## src/sv/fsmt_pkg.sv

```systemverilog
// fsmt_pkg: shared types, codes and reset contents for the programmable FSM table.
// Used by fsmt_table, fsmt_ctrl and programmable_fsm_table. No dependencies.
`timescale 1ns / 1ps

package fsmt_pkg;

	localparam int NUM_STATES = 8;
	localparam int STATE_W    = 3;
	localparam logic [STATE_W-1:0] LAST_IDX = STATE_W'(NUM_STATES - 1);

	localparam logic [1:0] OP_STEP   = 2'd0;
	localparam logic [1:0] OP_CHANGE = 2'd1;
	localparam logic [1:0] OP_DUMP   = 2'd2;
	localparam logic [1:0] OP_CHECK  = 2'd3;

	localparam logic [1:0] KIND_STEP  = 2'd0;
	localparam logic [1:0] KIND_ROW   = 2'd1;
	localparam logic [1:0] KIND_UNREACH = 2'd2;

	typedef logic [STATE_W-1:0] state_t;

	typedef struct packed {
		state_t one;
		state_t zero;
	} row_t;

	typedef struct packed {
		logic   en;
		state_t addr;
		row_t   data;
	} tbl_wr_t;

	function automatic row_t reset_row(input state_t s);
		row_t r;
		case (s)
			3'd0:    r = '{one: 3'd4, zero: 3'd7};
			3'd1:    r = '{one: 3'd3, zero: 3'd5};
			3'd2:    r = '{one: 3'd0, zero: 3'd6};
			3'd3:    r = '{one: 3'd1, zero: 3'd4};
			3'd4:    r = '{one: 3'd5, zero: 3'd7};
			3'd5:    r = '{one: 3'd5, zero: 3'd2};
			3'd6:    r = '{one: 3'd0, zero: 3'd1};
			3'd7:    r = '{one: 3'd6, zero: 3'd3};
			default: r = '0;
		endcase
		return r;
	endfunction

endpackage

```

## src/sv/programmable_fsm_table.sv

```systemverilog
// Programmable FSM table: step, change edge, dump table, unreachable check.
// Step: the result is registered in S_STEP once the output slot is free; dump rows
// follow one per cycle while out_stall is low; check scans all 8 rows, then reports.
// A new command is taken only back in idle (in_stall), as all use the single read port.
// Reset: arst_n async active low loads the initial table and current state B.
// Depends on fsmt_pkg, fsmt_table, fsmt_ctrl.
`timescale 1ns / 1ps

module programmable_fsm_table (
	input  logic       clk,
	input  logic       arst_n,
	input  logic       in_valid,
	output logic       in_stall,
	input  logic [1:0] operation,
	input  logic       edge_bit,
	input  logic [2:0] target_state,
	output logic       out_valid,
	input  logic       out_stall,
	output logic [1:0] report_kind,
	output logic [2:0] state_index,
	output logic [2:0] next_on_zero,
	output logic [2:0] next_on_one,
	output logic       unreachable_found,
	output logic       last
);

	fsmt_pkg::tbl_wr_t wr;
	fsmt_pkg::state_t  rd_addr;
	fsmt_pkg::row_t    rd_data;

	fsmt_table u_table (
		.clk     (clk),
		.arst_n  (arst_n),
		.wr      (wr),
		.rd_addr (rd_addr),
		.rd_data (rd_data)
	);

	fsmt_ctrl u_ctrl (
		.clk               (clk),
		.arst_n            (arst_n),
		.in_valid          (in_valid),
		.in_stall          (in_stall),
		.operation         (operation),
		.edge_bit          (edge_bit),
		.target_state      (target_state),
		.out_valid         (out_valid),
		.out_stall         (out_stall),
		.report_kind       (report_kind),
		.state_index       (state_index),
		.next_on_zero      (next_on_zero),
		.next_on_one       (next_on_one),
		.unreachable_found (unreachable_found),
		.last              (last),
		.wr                (wr),
		.rd_addr           (rd_addr),
		.rd_data           (rd_data)
	);

endmodule

```

## src/sv/fsmt_table.sv

```systemverilog
// fsmt_table: transition table registers, one write port and one read port.
// Depends on fsmt_pkg.
`timescale 1ns / 1ps

module fsmt_table (
	input  logic              clk,
	input  logic              arst_n,
	input  fsmt_pkg::tbl_wr_t wr,
	input  fsmt_pkg::state_t  rd_addr,
	output fsmt_pkg::row_t    rd_data
);

	fsmt_pkg::row_t rows_q [fsmt_pkg::NUM_STATES];

	always_ff @(posedge clk or negedge arst_n) begin
		if (!arst_n) begin
			for (int i = 0; i < fsmt_pkg::NUM_STATES; i++) begin
				rows_q[i] <= fsmt_pkg::reset_row(fsmt_pkg::STATE_W'(i));
			end
		end else if (wr.en) begin
			rows_q[wr.addr] <= wr.data;
		end
	end

	assign rd_data = rows_q[rd_addr];

endmodule

```

## src/sv/fsmt_ctrl.sv

```systemverilog
// fsmt_ctrl: sequencer that walks the table read port, tracks the current state
// and drives the registered result channel. Depends on fsmt_pkg.
`timescale 1ns / 1ps

module fsmt_ctrl (
	input  logic              clk,
	input  logic              arst_n,
	input  logic              in_valid,
	output logic              in_stall,
	input  logic [1:0]        operation,
	input  logic              edge_bit,
	input  fsmt_pkg::state_t  target_state,
	output logic              out_valid,
	input  logic              out_stall,
	output logic [1:0]        report_kind,
	output fsmt_pkg::state_t  state_index,
	output fsmt_pkg::state_t  next_on_zero,
	output fsmt_pkg::state_t  next_on_one,
	output logic              unreachable_found,
	output logic              last,
	output fsmt_pkg::tbl_wr_t wr,
	output fsmt_pkg::state_t  rd_addr,
	input  fsmt_pkg::row_t    rd_data
);

	localparam logic [2:0] S_IDLE   = 3'd0;
	localparam logic [2:0] S_STEP   = 3'd1;
	localparam logic [2:0] S_CHANGE = 3'd2;
	localparam logic [2:0] S_DUMP   = 3'd3;
	localparam logic [2:0] S_SCAN   = 3'd4;
	localparam logic [2:0] S_REPORT = 3'd5;

	logic [2:0]                          state_q;
	logic                                edge_q;
	fsmt_pkg::state_t                    tgt_q;
	fsmt_pkg::state_t                    cur_q;
	fsmt_pkg::state_t                    idx_q;
	logic [fsmt_pkg::NUM_STATES-1:0]     entered_q;
	logic                                out_valid_q;
	logic [1:0]                          kind_q;
	fsmt_pkg::state_t                    sidx_q;
	fsmt_pkg::state_t                    n0_q;
	fsmt_pkg::state_t                    n1_q;
	logic                                found_q;
	logic                                last_q;

	logic                                slot_free;
	logic                                load;
	logic [1:0]                          kind_d;
	fsmt_pkg::state_t                    sidx_d;
	fsmt_pkg::state_t                    n0_d;
	fsmt_pkg::state_t                    n1_d;
	logic                                found_d;
	logic                                last_d;
	fsmt_pkg::state_t                    step_dst;
	fsmt_pkg::state_t                    free_idx;
	logic                                free_any;
	logic [fsmt_pkg::NUM_STATES-1:0]     hit;

	assign in_stall  = (state_q != S_IDLE);
	assign slot_free = !out_valid_q || !out_stall;
	assign rd_addr   = (state_q == S_DUMP || state_q == S_SCAN) ? idx_q : cur_q;
	assign step_dst  = edge_q ? rd_data.one : rd_data.zero;

	always_comb begin
		hit = '0;
		hit[rd_data.zero] = 1'b1;
		hit[rd_data.one]  = 1'b1;
	end

	always_comb begin
		free_idx = '0;
		free_any = 1'b0;
		for (int i = fsmt_pkg::NUM_STATES - 1; i >= 0; i--) begin
			if (!entered_q[i]) begin
				free_idx = fsmt_pkg::STATE_W'(i);
				free_any = 1'b1;
			end
		end
	end

	always_comb begin
		wr.en   = (state_q == S_CHANGE);
		wr.addr = cur_q;
		wr.data = rd_data;
		if (edge_q) begin
			wr.data.one = tgt_q;
		end else begin
			wr.data.zero = tgt_q;
		end
	end

	always_comb begin
		load    = 1'b0;
		kind_d  = fsmt_pkg::KIND_STEP;
		sidx_d  = '0;
		n0_d    = '0;
		n1_d    = '0;
		found_d = 1'b0;
		last_d  = 1'b1;
		case (state_q)
			S_STEP: begin
				load   = slot_free;
				sidx_d = step_dst;
			end
			S_DUMP: begin
				load   = slot_free;
				kind_d = fsmt_pkg::KIND_ROW;
				sidx_d = idx_q;
				n0_d   = rd_data.zero;
				n1_d   = rd_data.one;
				last_d = (idx_q == fsmt_pkg::LAST_IDX);
			end
			S_REPORT: begin
				load    = slot_free;
				kind_d  = fsmt_pkg::KIND_UNREACH;
				sidx_d  = free_idx;
				found_d = free_any;
			end
			default: begin
				load = 1'b0;
			end
		endcase
	end

	always_ff @(posedge clk or negedge arst_n) begin
		if (!arst_n) begin
			state_q     <= S_IDLE;
			cur_q       <= fsmt_pkg::STATE_W'(1);
			idx_q       <= '0;
			entered_q   <= '0;
			out_valid_q <= 1'b0;
		end else begin
			if (load) begin
				out_valid_q <= 1'b1;
			end else if (!out_stall) begin
				out_valid_q <= 1'b0;
			end
			case (state_q)
				S_IDLE: begin
					if (in_valid) begin
						idx_q     <= '0;
						entered_q <= '0;
						case (operation)
							fsmt_pkg::OP_STEP:   state_q <= S_STEP;
							fsmt_pkg::OP_CHANGE: state_q <= S_CHANGE;
							fsmt_pkg::OP_DUMP:   state_q <= S_DUMP;
							default:             state_q <= S_SCAN;
						endcase
					end
				end
				S_STEP: begin
					if (slot_free) begin
						cur_q   <= step_dst;
						state_q <= S_IDLE;
					end
				end
				S_CHANGE: begin
					cur_q   <= tgt_q;
					state_q <= S_IDLE;
				end
				S_DUMP: begin
					if (slot_free) begin
						idx_q <= idx_q + fsmt_pkg::STATE_W'(1);
						if (idx_q == fsmt_pkg::LAST_IDX) begin
							state_q <= S_IDLE;
						end
					end
				end
				S_SCAN: begin
					entered_q <= entered_q | hit;
					idx_q     <= idx_q + fsmt_pkg::STATE_W'(1);
					if (idx_q == fsmt_pkg::LAST_IDX) begin
						state_q <= S_REPORT;
					end
				end
				S_REPORT: begin
					if (slot_free) begin
						state_q <= S_IDLE;
					end
				end
				default: begin
					state_q <= S_IDLE;
				end
			endcase
		end
	end

	always_ff @(posedge clk) begin
		if (state_q == S_IDLE && in_valid) begin
			edge_q <= edge_bit;
			tgt_q  <= target_state;
		end
		if (load) begin
			kind_q  <= kind_d;
			sidx_q  <= sidx_d;
			n0_q    <= n0_d;
			n1_q    <= n1_d;
			found_q <= found_d;
			last_q  <= last_d;
		end
	end

	assign out_valid         = out_valid_q;
	assign report_kind       = kind_q;
	assign state_index       = sidx_q;
	assign next_on_zero      = n0_q;
	assign next_on_one       = n1_q;
	assign unreachable_found = found_q;
	assign last              = last_q;

endmodule

```

## config.mk

```make
export PLATFORM = sky130hd
export DESIGN_NAME = programmable_fsm_table
export DESIGN_NICKNAME = d
export VERILOG_FILES = /design/src/sv/fsmt_pkg.sv /design/src/sv/programmable_fsm_table.sv /design/src/sv/fsmt_table.sv /design/src/sv/fsmt_ctrl.sv
export SDC_FILE = /design/constraint.sdc
export NUM_CORES = 1
export LEC_CHECK = 0
export BUFFER_PORTS_ARGS = -buffer_cell sky130_fd_sc_hd__buf_2
export CAP_MARGIN = 20
export CORE_MARGIN = 10
export CORE_UTILIZATION = 35
export CTS_CLUSTER_DIAMETER = 100
export CTS_CLUSTER_SIZE = 8
export DETAILED_ROUTE_END_ITERATION = 10
export GPL_TIMING_DRIVEN = 0
export MAX_ROUTING_LAYER = met4
export PLACE_DENSITY = 0.61
export SLEW_MARGIN = 25
export SYNTH_ARGS = -nofsm -noshare
export SYNTH_HDL_FRONTEND = slang
export SYNTH_SLANG_ARGS = --single-unit
```

## constraint.sdc

```tcl
create_clock -name clk -period 8 [get_ports clk]
set_clock_uncertainty 0.05 [all_clocks]
set_input_delay 1.2 -clock clk [delete_from_list [all_inputs] [get_ports clk]]
set_output_delay 1.2 -clock clk [all_outputs]
set_load 0.01 [all_outputs]
```

==> run summary <==
status: finished, final reports clean
CTS tree: built
placement-stage cell area: 4533 sq um
cells after synthesis: 414
Die Width: 129.6 um
quantity of gates resized following cts: 0
pin count of the biggest net entering global routing: 50
Reg2Reg Capture Point: u_table.rows_q[10]
number of nets in the synthesized netlist: 429
power density over cell area: 446.3 nW/um^2
ratio of final minimum period to clock period: 0.4223
count of antenna-violating nets left after detailed routing: 0
drt drc: 0
post-route minimum period: 3.378 ns
RSZ-0062 raised after global routing: no
total design power: 2148 uW
postcts setup bufs: 0
top library cells by usage in the layout, fill and taps aside: nand2_1, dfrtp_1, o21ai_0, buf_2, dfstp_2
Leakage: 0.002005 uW
largest fanout of any net on the critical path: 10
Top cell by count, worst path: buf_2
Final Cell Area: 4812 sq um
number of vias after detailed routing: 3242
net total in the final layout: 465
Clock transition at path regs: 0.06 ns
HPWL after DPL: 7229 um
start-to-end type of the worst setup path: reg -> reg
slowest CP cell: dfrtp_1
Worst path depth: 11
synthesized area per cell: 10.15 sq um
count of state elements after synthesis: 83
maxcap violations: 0
Total Neg Setup Slack: 0 ns
Fin Hold WS: 0.4159 ns
number of ports placed on the die boundary: 25
routed via count divided by cell count: 5.421
max-slew violation count: 0
Area Growth Syn to Fin: 14.46%
dominant cell type by area after synthesis: dfrtp_1
fraction of the yosys area taken by sequential cells: 0.5220
final-report setup violation count: 0
Yosys cell types: 63
Clock Tree Buf Depth: 2
capturing instance or port of the critical path: u_table.rows_q[10]
H-Tree Depth: 3
crit-path leading delay family: simple AND/OR/NAND/NOR gates
number of placement rows: 39
overflow left after global routing: 0
routed wirelength normalized by instance count: 16.99 um
number of instances on the worst hold path: 2
number of global-route vias before repair: 3231
placed cell count: 582
Final GP Congestion: 0.8796
Final Hold Viols: 0
number of enable-type register cells in the synthesized netlist: 17
Clk Latency, worst-skew pair: 0.34 ns
total of warnings raised by yosys: 0
sort of element at the end of the critical path: flop
initial antenna violation count: 0
launching element type of the critical path: flop
CTS Sinks: 83
R2R Setup Slk: 4.62 ns
effective utilization at floorplan: 0.3635
share of synthesized registers carrying an async set or reset: 0.7952
worst-margin pin slew: 0.7477 ns
Buffers & Inverters on Critical Path: 3
clock tree root buffer cell: clkbuf_16
cell types occupying the most area after synthesis: dfrtp_1, dfstp_2, edfxtp_1
fmax: 0.2960 GHz
number of cells on the worst reg-to-reg path: 11
Max transition margin: 0.5016
Chip Height: 129.6 um
first-pass GRT wire length: 16930 um
launch point of the worst reg-to-reg path: u_ctrl.state_q[0]
crit-path cells: buf_2 -> nor3b_4 -> nor3_1 -> nor2_1 -> buf_2 -> mux2i_1 -> mux2i_1 -> o211a_1 -> buf_2 -> mux2i_2 -> o21ai_0
Tightest Hold Check Type: reg -> reg
first-pass detailed-route iteration total: 5
Layout Cells excl Fill: 598
top cell type's share of synthesized area: 0.2381
leading cell type in the layout, fill and taps excluded: nand2_1
highest cell delay on the worst timing path: 0.46 ns
share of final-layout standard cells stronger than drive strength 1: 0.2396
Netlist Area Pre-Place: 4204 sq um
Ant. Diodes: 0
CP startpoint: u_ctrl.state_q[0]
Total Die Area: 16790 sq um
Worst Path Required: 8.14 ns
hold buffer count at cts: 0
total global-route track usage: 0.1301
number of port buffers: 24
area of the placeable core: 11560 sq um
worst vdd rail ir drop: 0.1712 mV
most common flop cell mapped by yosys: dfrtp_1
sum of routed wire length over all layers: 10160 um
number of buffers created by CTS: 9
starting DRC count in detailed routing: 240
crit path DAT: 3.52 ns
stage by stage:
step,utilization,setup slack (ns)
finish,0.4161,4.622
global route,0.4161,4.222
CTS,0.4158,4.594
detailed placement,0.3920,4.611
global placement,0.3894,4.627
floorplan,-,5.264
tightest hold or removal path: stages (launching register included):
cell and delay [ns]:
dfstp_2 0.37, nand2_1 0.04, o21ai_1 0.05
final cells by class:
cell class	instances	area (sq um)
plain buffers	21	107.6
clock buffers	11	246.5
clock inverters	5	28.78
fillers	1105	6753
inverters	14	52.55
multi-input cells	296	1853
flip-flops and latches	83	2195
well taps	143	178.9
repair buffers	25	150.1
metal layers:
layer	routed length, um	GRT usage	vias to the layer above
li1	-	-	1548
met3	491	0.01468	16
met2	4816	0.1992	90
met5	0	-	-
met1	4620	0.1676	1588
met4	234	0.06548	0
state kept, by name, indices dropped and copies added (netlist names):
name,flops
u_ctrl.next_on_one,3
u_ctrl.state_q,3
u_table.rows_q,48
u_ctrl.unreachable_found,1
u_ctrl.state_index,3
u_ctrl.idx_q,3
u_ctrl.out_valid,1
u_ctrl.entered_q,8
u_ctrl.cur_q,3
u_ctrl.edge_q,1
u_ctrl.report_kind,2
u_ctrl.next_on_zero,3
u_ctrl.tgt_q,3
u_ctrl.last,1
logic make-up (layout without fill, tap and decap cells):
| group | after synthesis | in the layout | share of synthesized area |
|---|---|---|---|
| and+or+nand+nor | 150 | 150 | 0.1699 |
| AOI/OAI and AO/OA | 105 | 105 | 0.1640 |
| DFF | 83 | 83 | 0.5220 |
| muxes | 36 | 36 | 0.09107 |
| buffers and inverters | 35 | 76 | 0.03809 |
| adders and majority gates | 5 | 5 | 0.01488 |
cell usage after synthesis, types with 3 or more instances:
master     count
mux2i_1       22
buf_2          8
edfxtp_1      17
inv_1         12
a21boi_0       5
o21ai_0       33
a31oi_1        4
a2111oi_0      3
a21oi_1       12
o21a_1         5
dfstp_2       26
o21ai_1       14
nand3_1       12
nor2_1        17
nor3_1        11
and2_1         3
nand4_1        5
mux2_2        12
dfrtp_1       40
ha_1           5
nand2b_1       4
nor2b_1        3
o221ai_1       6
clkbuf_1       9
o22ai_1        3
or2_1          3
nand2_1       79
power breakdown:
group | switching, uW | total, uW | leakage (uW) | internal (uW)
Clock | 162 | 382 | 0.000142 | 220
Sequential | 96.0 | 724 | 0.000959 | 628
Combinational | 663 | 1040 | 0.000903 | 379
Total | 921 | 2150 | 0.00200 | 1230
how the worst min path moves through the flow:
stage                                   from                 end  slack (ns)
after floorplan           u_table.rows_q[14]  u_table.rows_q[14]        0.39
after global placement    u_table.rows_q[18]  u_table.rows_q[18]        0.40
after detailed placement   u_table.rows_q[0]   u_table.rows_q[0]        0.41
after CTS                 u_table.rows_q[40]  u_table.rows_q[40]        0.42
after global routing      u_table.rows_q[40]  u_table.rows_q[40]        0.44
final                     u_table.rows_q[40]  u_table.rows_q[40]        0.42
Note: power is estimated with default switching activity, not from simulation.
